$ cat src/sv/lsoc_pkg.sv
// ---------------------------------------------------------------------------
// lsoc_pkg: shared types and constants for the lidar sector classifier
// Beat formats, register indexes, reaction codes and controller links.
// ---------------------------------------------------------------------------
package lsoc_pkg;

  // Distance width of the scan points and of the sector minima
  localparam int DIST_W = 16;
  localparam int ANG_W  = 9;

  // Value a sector minimum holds while no point has landed in it,
  // saturated to the largest range when 9999 does not fit
  localparam logic [DIST_W-1:0] MIN_INIT = (DIST_W >= 14) ? DIST_W'(9999) : {DIST_W{1'b1}};

  // Sector edges in degrees
  localparam logic signed [ANG_W-1:0] ANG_LEFT_LO  = -9'sd60;
  localparam logic signed [ANG_W-1:0] ANG_FRONT_LO = -9'sd20;
  localparam logic signed [ANG_W-1:0] ANG_FRONT_HI = 9'sd20;
  localparam logic signed [ANG_W-1:0] ANG_RIGHT_HI = 9'sd60;

  // Severity arithmetic
  localparam int NUM_W     = DIST_W + 9;    // 400 times the largest range fits here
  localparam int SEV_W     = 10;
  localparam int DIV_STEPS = NUM_W;
  localparam int CNT_W     = $clog2(DIV_STEPS);
  localparam logic [8:0]       STOP_SPAN  = 9'd300;
  localparam logic [8:0]       WARN_SPAN  = 9'd400;
  localparam logic [SEV_W-1:0] STOP_BASE  = 10'd700;
  localparam logic [SEV_W-1:0] WARN_BASE  = 10'd300;
  localparam logic [SEV_W-1:0] SEV_FULL   = 10'd1000;
  localparam logic [SEV_W-1:0] SEV_ANGRY  = 10'd800;
  localparam logic [SEV_W-1:0] SEV_SUSPECT = 10'd500;

  // Configuration register indexes
  localparam int CFG_IDX_W = 2;
  localparam logic [CFG_IDX_W-1:0] REG_WARN     = 2'd0;
  localparam logic [CFG_IDX_W-1:0] REG_STOP     = 2'd1;
  localparam logic [CFG_IDX_W-1:0] REG_CRITICAL = 2'd2;
  localparam logic [CFG_IDX_W-1:0] REG_ENABLE   = 2'd3;

  // Action codes
  localparam logic [2:0] ACT_NONE   = 3'd0;
  localparam logic [2:0] ACT_SLOW   = 3'd1;
  localparam logic [2:0] ACT_STOP   = 3'd2;
  localparam logic [2:0] ACT_BACKUP = 3'd3;
  localparam logic [2:0] ACT_RIGHT  = 3'd4;
  localparam logic [2:0] ACT_LEFT   = 3'd5;

  // Side codes
  localparam logic [1:0] SIDE_NONE  = 2'd0;
  localparam logic [1:0] SIDE_FRONT = 2'd1;
  localparam logic [1:0] SIDE_LEFT  = 2'd2;
  localparam logic [1:0] SIDE_RIGHT = 2'd3;

  // Mood codes
  localparam logic [1:0] MOOD_NEUTRAL    = 2'd0;
  localparam logic [1:0] MOOD_SUSPICIOUS = 2'd1;
  localparam logic [1:0] MOOD_ANGRY      = 2'd2;

  typedef struct packed {
    logic signed [ANG_W-1:0] point_angle;
    logic [DIST_W-1:0]       point_distance;
    logic                    scanner_running;
    logic                    last_point;
  } in_item_t;

  typedef struct packed {
    logic              obstacle_found;
    logic [DIST_W-1:0] nearest_distance;
    logic [SEV_W-1:0]  severity_permille;
    logic [2:0]        action_code;
    logic [1:0]        side_code;
    logic [1:0]        mood_code;
  } out_item_t;

  // Controller to datapath
  typedef struct packed {
    logic latch_in;   // capture the accepted input beat
    logic fold;       // fold the held point into the sector minima
    logic eval;       // pick nearest sector, clear minima
    logic prep;       // form numerator and divisor
    logic div_step;   // one restoring division step
    logic load_out;   // write the reaction into the output register
  } cmd_t;

  // Datapath to controller
  typedef struct packed {
    logic item_last;  // held beat closes a scan
    logic need_div;   // reaction needs the banded severity divide
    logic out_free;   // output register can take a beat this cycle
  } stat_t;

endpackage

$ cat src/sv/lidar_sector_obstacle_classifier.sv
// ---------------------------------------------------------------------------
// lidar_sector_obstacle_classifier: top level
// Sequencing: a point is captured, then folded into the sector minima; a
// last point then goes through evaluation, preparation, the 25-step
// restoring divider when the banded severity needs it, and the output load.
// A new point is taken only when the previous one is fully handled, and after
// a last point only once its reaction beat has entered the output register.
// Reset: synchronous, clears minima to 9999 and loads register defaults.
// ---------------------------------------------------------------------------
module lidar_sector_obstacle_classifier
  import lsoc_pkg::*;
(
  input  logic                 clk,
  input  logic                 rst,
  input  logic                 cfg_we,
  input  logic [CFG_IDX_W-1:0] cfg_index,
  input  logic [DIST_W-1:0]    cfg_data,
  input  logic                 in_valid,
  output logic                 in_ready,
  input  in_item_t             in_data,
  output logic                 out_valid,
  input  logic                 out_ready,
  output out_item_t            out_data
);

  cmd_t  cmd;
  stat_t stat;

  // Sequencing controller
  lsoc_ctrl u_ctrl (
    .clk      (clk),
    .rst      (rst),
    .in_valid (in_valid),
    .in_ready (in_ready),
    .stat     (stat),
    .cmd      (cmd)
  );

  // Datapath
  lsoc_dp u_dp (
    .clk       (clk),
    .rst       (rst),
    .cfg_we    (cfg_we),
    .cfg_index (cfg_index),
    .cfg_data  (cfg_data),
    .in_data   (in_data),
    .cmd       (cmd),
    .stat      (stat),
    .out_valid (out_valid),
    .out_ready (out_ready),
    .out_data  (out_data)
  );

endmodule

$ cat src/sv/lsoc_ctrl.sv
// ---------------------------------------------------------------------------
// lsoc_ctrl: sequencing controller
// Steps each point through fold, and each last point through evaluation,
// preparation, the iterative severity divide when needed and the output load.
// ---------------------------------------------------------------------------
module lsoc_ctrl
  import lsoc_pkg::*;
(
  input  logic  clk,
  input  logic  rst,
  input  logic  in_valid,
  output logic  in_ready,
  input  stat_t stat,
  output cmd_t  cmd
);

  typedef enum logic [2:0] {
    S_IDLE,
    S_FOLD,
    S_EVAL,
    S_PREP,
    S_DIV,
    S_DONE
  } state_t;

  state_t           state;
  logic [CNT_W-1:0] div_cnt;

  // Decode commands from the current state
  always_comb begin
    cmd      = '0;
    in_ready = 1'b0;
    unique case (state)
      S_IDLE: begin
        in_ready     = 1'b1;
        cmd.latch_in = in_valid;
      end
      S_FOLD: cmd.fold     = 1'b1;
      S_EVAL: cmd.eval     = 1'b1;
      S_PREP: cmd.prep     = 1'b1;
      S_DIV:  cmd.div_step = 1'b1;
      S_DONE: cmd.load_out = stat.out_free;
      default: cmd = '0;
    endcase
  end

  // Advance state and the division step counter
  always_ff @(posedge clk) begin
    if (rst) begin
      state   <= S_IDLE;
      div_cnt <= '0;
    end else begin
      unique case (state)
        S_IDLE: if (in_valid) state <= S_FOLD;
        S_FOLD: state <= stat.item_last ? S_EVAL : S_IDLE;
        S_EVAL: state <= S_PREP;
        S_PREP: begin
          div_cnt <= '0;
          state   <= stat.need_div ? S_DIV : S_DONE;
        end
        S_DIV: begin
          div_cnt <= div_cnt + CNT_W'(1);
          if (div_cnt == CNT_W'(DIV_STEPS - 1)) state <= S_DONE;
        end
        S_DONE: if (stat.out_free) state <= S_IDLE;
        default: state <= S_IDLE;
      endcase
    end
  end

  // Counter never runs past the last division step
  a_cnt_bound: assert property (@(posedge clk) disable iff (rst)
    (state == S_DIV) |-> (div_cnt <= CNT_W'(DIV_STEPS - 1)))
    else $error("division step counter overran");

  // Evaluation is always followed by preparation
  a_load_after_eval: assert property (@(posedge clk) disable iff (rst)
    cmd.eval |=> cmd.prep)
    else $error("evaluation not followed by preparation");

  // No input beat is taken while a reaction is in flight
  a_no_accept_busy: assert property (@(posedge clk) disable iff (rst)
    (cmd.div_step || cmd.prep) |-> !in_ready)
    else $error("input accepted during reaction");

endmodule

$ cat src/sv/lsoc_dp.sv
// ---------------------------------------------------------------------------
// lsoc_dp: classifier datapath
// Holds configuration, sector minima, the restoring divider and the
// output register for one reaction beat.
// ---------------------------------------------------------------------------
module lsoc_dp
  import lsoc_pkg::*;
(
  input  logic                 clk,
  input  logic                 rst,
  input  logic                 cfg_we,
  input  logic [CFG_IDX_W-1:0] cfg_index,
  input  logic [DIST_W-1:0]    cfg_data,
  input  in_item_t             in_data,
  input  cmd_t                 cmd,
  output stat_t                stat,
  output logic                 out_valid,
  input  logic                 out_ready,
  output out_item_t            out_data
);

  // Configuration
  logic [DIST_W-1:0] warn_mm, stop_mm, crit_mm;
  logic              avoid_enable;

  // Held input beat and sector minima
  in_item_t          item;
  logic [DIST_W-1:0] sec_left, sec_front, sec_right;

  // Evaluation results
  logic              res_hit, res_crit, res_stop;
  logic [DIST_W-1:0] res_c;
  logic [2:0]        res_act;
  logic [1:0]        res_side;

  // Divider
  logic [SEV_W-1:0]  base;
  logic [DIST_W-1:0] divisor;
  logic [NUM_W-1:0]  quo;
  logic [DIST_W-1:0] rem;

  // Write configuration registers
  always_ff @(posedge clk) begin
    if (rst) begin
      warn_mm      <= DIST_W'(500);
      stop_mm      <= DIST_W'(300);
      crit_mm      <= DIST_W'(150);
      avoid_enable <= 1'b1;
    end else if (cfg_we) begin
      unique case (cfg_index)
        REG_WARN:     warn_mm      <= cfg_data;
        REG_STOP:     stop_mm      <= cfg_data;
        REG_CRITICAL: crit_mm      <= cfg_data;
        REG_ENABLE:   avoid_enable <= cfg_data[0];
        default:      ;
      endcase
    end
  end

  // Sector membership of the held point
  logic in_left, in_front, in_right, pt_valid;
  always_comb begin
    pt_valid = item.point_distance != '0;
    in_left  = (item.point_angle >= ANG_LEFT_LO) && (item.point_angle < ANG_FRONT_LO);
    in_front = (item.point_angle >= ANG_FRONT_LO) && (item.point_angle <= ANG_FRONT_HI);
    in_right = (item.point_angle > ANG_FRONT_HI) && (item.point_angle <= ANG_RIGHT_HI);
  end

  // Nearest of the three sector minima
  logic [DIST_W-1:0] near_c;
  always_comb begin
    near_c = sec_left;
    if (sec_front < near_c) near_c = sec_front;
    if (sec_right < near_c) near_c = sec_right;
  end

  // Hold the input beat, fold it, evaluate and clear minima
  always_ff @(posedge clk) begin
    if (rst) begin
      sec_left  <= MIN_INIT;
      sec_front <= MIN_INIT;
      sec_right <= MIN_INIT;
    end else begin
      if (cmd.fold && pt_valid) begin
        if (in_left && item.point_distance < sec_left) sec_left <= item.point_distance;
        if (in_front && item.point_distance < sec_front) sec_front <= item.point_distance;
        if (in_right && item.point_distance < sec_right) sec_right <= item.point_distance;
      end
      if (cmd.eval) begin
        sec_left  <= MIN_INIT;
        sec_front <= MIN_INIT;
        sec_right <= MIN_INIT;
      end
    end
  end

  always_ff @(posedge clk) begin
    if (cmd.latch_in) item <= in_data;
    if (cmd.eval) begin
      res_c    <= near_c;
      res_hit  <= avoid_enable && item.scanner_running && (near_c < warn_mm);
      res_crit <= near_c <= crit_mm;
      res_stop <= near_c <= stop_mm;
      if (sec_front == near_c) begin
        res_side <= SIDE_FRONT;
        if (near_c <= crit_mm)      res_act <= ACT_BACKUP;
        else if (near_c <= stop_mm) res_act <= ACT_STOP;
        else                        res_act <= ACT_SLOW;
      end else if (sec_left < sec_right) begin
        res_side <= SIDE_LEFT;
        res_act  <= ACT_RIGHT;
      end else begin
        res_side <= SIDE_RIGHT;
        res_act  <= ACT_LEFT;
      end
    end
  end

  // Form numerator, divisor and base, then divide one bit per step
  logic [DIST_W-1:0] span_diff;
  logic [DIST_W:0]   rem_sh;
  logic [DIST_W:0]   rem_diff;
  always_comb begin
    span_diff = res_stop ? (stop_mm - res_c) : (warn_mm - res_c);
    rem_sh    = {rem, quo[NUM_W-1]};
    rem_diff  = rem_sh - {1'b0, divisor};
  end

  always_ff @(posedge clk) begin
    if (cmd.prep) begin
      quo     <= NUM_W'(span_diff) * NUM_W'(res_stop ? STOP_SPAN : WARN_SPAN);
      divisor <= res_stop ? (stop_mm - crit_mm) : (warn_mm - stop_mm);
      base    <= res_stop ? STOP_BASE : WARN_BASE;
      rem     <= '0;
    end else if (cmd.div_step) begin
      if (rem_sh >= {1'b0, divisor}) begin
        rem <= rem_diff[DIST_W-1:0];
        quo <= {quo[NUM_W-2:0], 1'b1};
      end else begin
        rem <= rem_sh[DIST_W-1:0];
        quo <= {quo[NUM_W-2:0], 1'b0};
      end
    end
  end

  // Severity, mood and the reaction beat
  logic [SEV_W:0]   sev_sum;
  logic [SEV_W-1:0] sev;
  out_item_t        result;
  always_comb begin
    sev_sum = {1'b0, base} + {1'b0, quo[SEV_W-1:0]};
    if (res_crit || quo > NUM_W'(SEV_FULL) || sev_sum > {1'b0, SEV_FULL}) sev = SEV_FULL;
    else sev = sev_sum[SEV_W-1:0];
    result = '0;
    if (res_hit) begin
      result.obstacle_found    = 1'b1;
      result.nearest_distance  = res_c;
      result.severity_permille = sev;
      result.action_code       = res_act;
      result.side_code         = res_side;
      if (sev >= SEV_ANGRY)        result.mood_code = MOOD_ANGRY;
      else if (sev >= SEV_SUSPECT) result.mood_code = MOOD_SUSPICIOUS;
      else                         result.mood_code = MOOD_NEUTRAL;
    end
  end

  // Output register
  always_ff @(posedge clk) begin
    if (rst) begin
      out_valid <= 1'b0;
    end else if (cmd.load_out) begin
      out_valid <= 1'b1;
    end else if (out_ready) begin
      out_valid <= 1'b0;
    end
  end

  always_ff @(posedge clk) begin
    if (cmd.load_out) out_data <= result;
  end

  always_comb begin
    stat.item_last = item.last_point;
    stat.need_div  = res_hit && !res_crit;
    stat.out_free  = !out_valid || out_ready;
  end

  // A beat without an obstacle carries all zero fields
  a_zero_beat: assert property (@(posedge clk) disable iff (rst)
    (out_valid && !out_data.obstacle_found) |-> (out_data == '0))
    else $error("no-obstacle beat carries nonzero fields");

  // Severity stays in range and mood follows it
  a_sev_mood: assert property (@(posedge clk) disable iff (rst)
    out_valid |-> (out_data.severity_permille <= SEV_FULL) &&
      ((out_data.mood_code == MOOD_ANGRY) == (out_data.severity_permille >= SEV_ANGRY)))
    else $error("severity or mood out of step");

  // A front obstacle gives one of the forward actions
  a_front_act: assert property (@(posedge clk) disable iff (rst)
    (out_valid && out_data.side_code == SIDE_FRONT) |->
      (out_data.action_code == ACT_SLOW || out_data.action_code == ACT_STOP ||
       out_data.action_code == ACT_BACKUP))
    else $error("front side with turning action");

endmodule

$ cat config.mk
export PLATFORM = sky130hd
export DESIGN_NAME = lidar_sector_obstacle_classifier
export DESIGN_NICKNAME = d
export VERILOG_FILES = /design/src/sv/lsoc_pkg.sv /design/src/sv/lidar_sector_obstacle_classifier.sv /design/src/sv/lsoc_ctrl.sv /design/src/sv/lsoc_dp.sv
export SDC_FILE = /design/constraint.sdc
export NUM_CORES = 1
export LEC_CHECK = 0
export ABC_AREA = 0
export BUFFER_PORTS_ARGS = -buffer_cell sky130_fd_sc_hd__buf_2
export CAP_MARGIN = 5
export CORE_MARGIN = 3
export CORE_UTILIZATION = 45
export DETAILED_ROUTE_END_ITERATION = 8
export GPL_ROUTABILITY_DRIVEN = 0
export SLEW_MARGIN = 20
export SYNTH_ARGS = -nofsm -noshare
export SYNTH_HDL_FRONTEND = slang
export SYNTH_HIERARCHICAL = 1
export SYNTH_SLANG_ARGS = --single-unit
$ cat constraint.sdc
create_clock -name clk -period 8.4 [get_ports clk]
set_clock_uncertainty 0.05 [all_clocks]
set_input_delay 0.84 -clock clk [delete_from_list [all_inputs] [get_ports clk]]
set_output_delay 0.84 -clock clk [all_outputs]
set_load 0.02 [all_outputs]
==> key figures <==
Floorplan
  – Die height: ~210 um
  – Number of cell rows: 75
  – Core Box Area: around 42,000 um2
  – Total Die Area: around 45,000 um2
  – Boundary Pins: 86
  – Initial Util: 0.4584
  – Chip Width: about 210 um

STA
  – Fin. max-slew vios: 0
  – Worst hold slack: 0.3923 ns
  – Worst-margin pin slew: a little under 1 ns
  – Fin. Hold Viols: 0
  – Setup WS post-layout: between 0.8 and 0.9 ns
  – Final setup fails: 0
  – Fmax achieved: roughly 0.13 GHz
  – Period utilization: 0.9045
  – Max_slew headroom: 0.3381
  – Tmin final: approximately 7.6 ns
  – Setup TNS: 0 ns
  – RSZ-0062 raised after global routing: no

Pwr
  – Sw Share: 0.4055
  – Sequential Power Share: 0.255
  – Overall Power: 5.774 mW
  – Power per cell area: 271.7 nW/um2
  – Int Pwr: about 3.4 mW
  – NetSw: roughly 2.3 mW
  – LEAKAGE: between 9 and 10 nW
  – Gate power share: 0.534
  – Clk pwr share: 0.211
  – Max VDD drop: about 180 uV

Clock network
  – Post-CTS sizing: 0
  – CTS buffer count: 30
  – CTS tree: done
  – Clock latency on the worst-skew pair: roughly 0.57 ns
  – H-tree depth: 1
  – Root Driver: clkbuf_16
  – Maximum clock path buffer count: 3
  – Postcts setup bufs: 0
  – Num Clock Sinks: 250
  – Clock transition at path regs: ~0.060 ns
  – Hold-fix buffers, CTS: 0

Placement
  – Post-Place Cell Area: just over 20,000 um2
  – Place WS: 0.8988 ns
  – Dpl hpwl: 39.19 mm
  – IO Port Bufs: 85

Synth
  – Syn Nets: 2,505
  – Register area share after synthesis: 0.3254
  – Yosys top cell by area: edfxtp_1
  – Gate Count Post-Synth: roughly 2,100
  – Synthesis Warnings: 6
  – Mean post-synth cell area: just over 9 um2
  – Synth Register Bits: 250
  – Synth cell types: 75
  – Synthesized cell area: between 15,000 and 20,000 um2
  – Area contributors post-synth: edfxtp_1, ha_1, dfxtp_1, inv_1, fa_1
  – Primary FF master, synth: edfxtp_1
  – Number of synthesized flops with an enable pin: roughly 130
  – Asr flop ratio synth: 0
  – Synth top area share: 0.1990

GRT
  – Gr ovfl total: 0
  – GRT busiest layer: met2
  – Vias in the first global route: 14,971
  – First-pass GRT wire length: ~80 mm
  – Largest net degree at the start of global routing: 66
  – Met1 usage: 0.2831
  – Total GRT Usage: 0.2203
  – Initial antenna violation count: 6
  – Met3 GRT Util: 0.02953
  – Met2 Use GR: 0.3878

Route
  – Via-to-Cell Ratio: between 5 and 6
  – WL final: slightly below 50 mm
  – 1st-pass router iterations: 5
  – Average detailed-routed wire length per instance: about 18 um
  – Vias: around 15,000
  – Drc violations: 0
  – DRT antenna net count: 0
  – Initial DRC Count: ~760

Cells and area
  – Layout area overhead: 10.01%
  – # nets final: 2,573
  – Final Cell Area: between 20,000 and 25,000 um2
  – Share of cells above drive strength 1: 0.09350

Job
  – Max_cap viols: 0

Setup path
  – CP max FO: 26
  – CP Data Required Time: around 8.7 ns
  – Crit path capture type: flip-flop
  – CP max stage delay: roughly 0.54 ns
  – Worst Path Arrival: slightly below 8 ns
  – Critical path class: reg -> reg
  – Most frequent CP cell: o21ai_0
  – Slowest stage cell, crit path: fa_1
  – Critical path launch point type: flip-flop

Outcome
  – Status: complete, no violations

Worst hold path
  – Hold Path Class: in -> reg
==> flip-flops by register name, indices dropped and copies added (netlist names), 2 cells and up <==
signal and cells:
u_dp/sec_front 16, u_dp/sec_right 16, u_dp/res_c 16, u_dp/quo 25, u_dp/item 26, u_dp/rem 16
u_dp/sec_left 16, u_dp/out_data 34, u_dp/res_side 2, u_dp/stop_mm 16, u_dp/base 2, u_dp/divisor 16
u_ctrl/state 3, u_dp/warn_mm 16, u_ctrl/div_cnt 5, u_dp/crit_mm 16, u_dp/res_act 3
==> cells by family after synthesis <==
kind of cell,Yosys count,synth area share
other,1,0.0001941
DFF,250,0.3254
and+or+nand+nor,577,0.1476
adders and majority gates,331,0.2315
xor gates and xnor gates,73,0.03310
muxes,86,0.04560
buffers and inverters,344,0.06808
AOI/OAI and AO/OA,462,0.1485
==> final timing paths <==
kind / cells past startpoint / slack [ns] / start / endpoint
hold / removal: 1 / 0.39 / in_data[6] / u_dp/item[6]$_DFFE_PP_
hold reg to reg: 2 / 0.41 / u_dp/crit_mm[12]$_SDFFE_PP0P_ / u_dp/crit_mm[12]$_SDFFE_PP0P_
setup reg to reg: 28 / 0.80 / u_dp/res_stop$_DFFE_PP_ / u_dp/quo[23]$_DFFE_PP_
setup / recovery: 28 / 0.80 / u_dp/res_stop$_DFFE_PP_ / u_dp/quo[23]$_DFFE_PP_
==> cell usage after synthesis (44+ instances only) <==
library cell / instances
inv_1: 270
a21o_1: 47
nor2_1: 124
dfxtp_1: 122
xnor2_1: 55
a21oi_1: 137
and2_1: 48
ha_1: 287
edfxtp_1: 128
fa_1: 44
o21ai_0: 130
mux2i_1: 70
clkbuf_1: 64
nand2_1: 184
==> through the flow <==
stage | utilization | instances
finish | 0.5043 | 2755
global route | 0.5043 | 2754
CTS | 0.5042 | 2753
detailed placement | 0.4824 | 2699
global placement | 0.4824 | 2699
floorplan | - | 2124
==> layout by cell type (no fill, tap or decap), types with 16 or more instances in the layout <==
master	Yosys	layout
nor4_1	16	16
inv_1	270	270
a21oi_1	137	136
and2_1	48	48
nand3_1	22	22
o21ai_0	130	129
dfxtp_1	122	122
nand4_1	26	26
nor2b_1	38	38
o21a_1	26	26
edfxtp_1	128	128
buf_4	4	24
mux2i_1	70	70
nand2b_1	21	21
nor2_1	124	123
buf_2	1	85
fa_1	44	44
xor2_1	18	18
nor3_1	26	24
clkbuf_16	0	31
or2_2	19	19
xnor2_1	55	55
a21boi_0	17	17
ha_1	287	287
a211oi_1	21	21
a21o_1	47	47
nand2_1	184	184
==> worst max-delay path: cells and delay by family, from the launching register on <==
kind,cells,cell delay (ns)
flops,1,0.49
simple gates,6,1.52
buf+inv,3,0.45
compound gates,12,2.29
xor+xnor,1,0.15
fa+ha+maj,6,2.39
==> final cells by class <==
cell class / instances / area, um2
fill: 3885 / 20890
tap: 539 / 674.4
sequential: 250 / 6286
timing repair buffer: 109 / 605.6
antenna: 2 / 5.005
clock buffer: 45 / 868.3
inverter: 271 / 1017
multi-input combinational: 1530 / 11740
clock inverter: 9 / 50.05
==> layer usage <==
layer	vias up	wire [um]
li1	7503	-
met1	7068	22270
met2	272	24060
met3	78	1884
met4	8	1348
met5	-	51
==> power by group through the flow <==
stage          clock network (mW)  registers [mW]  logic (mW)
2_1_floorplan                   0            1.47        2.41
3_3_place_gp                    0            1.49        3.02
3_5_place_dp                    0            1.50        3.08
4_1_cts                      1.26            1.47        3.10
5_1_grt                      1.31            1.48        3.54
6_report                     1.22            1.47        3.08
Power figures use the tool's default switching activity.
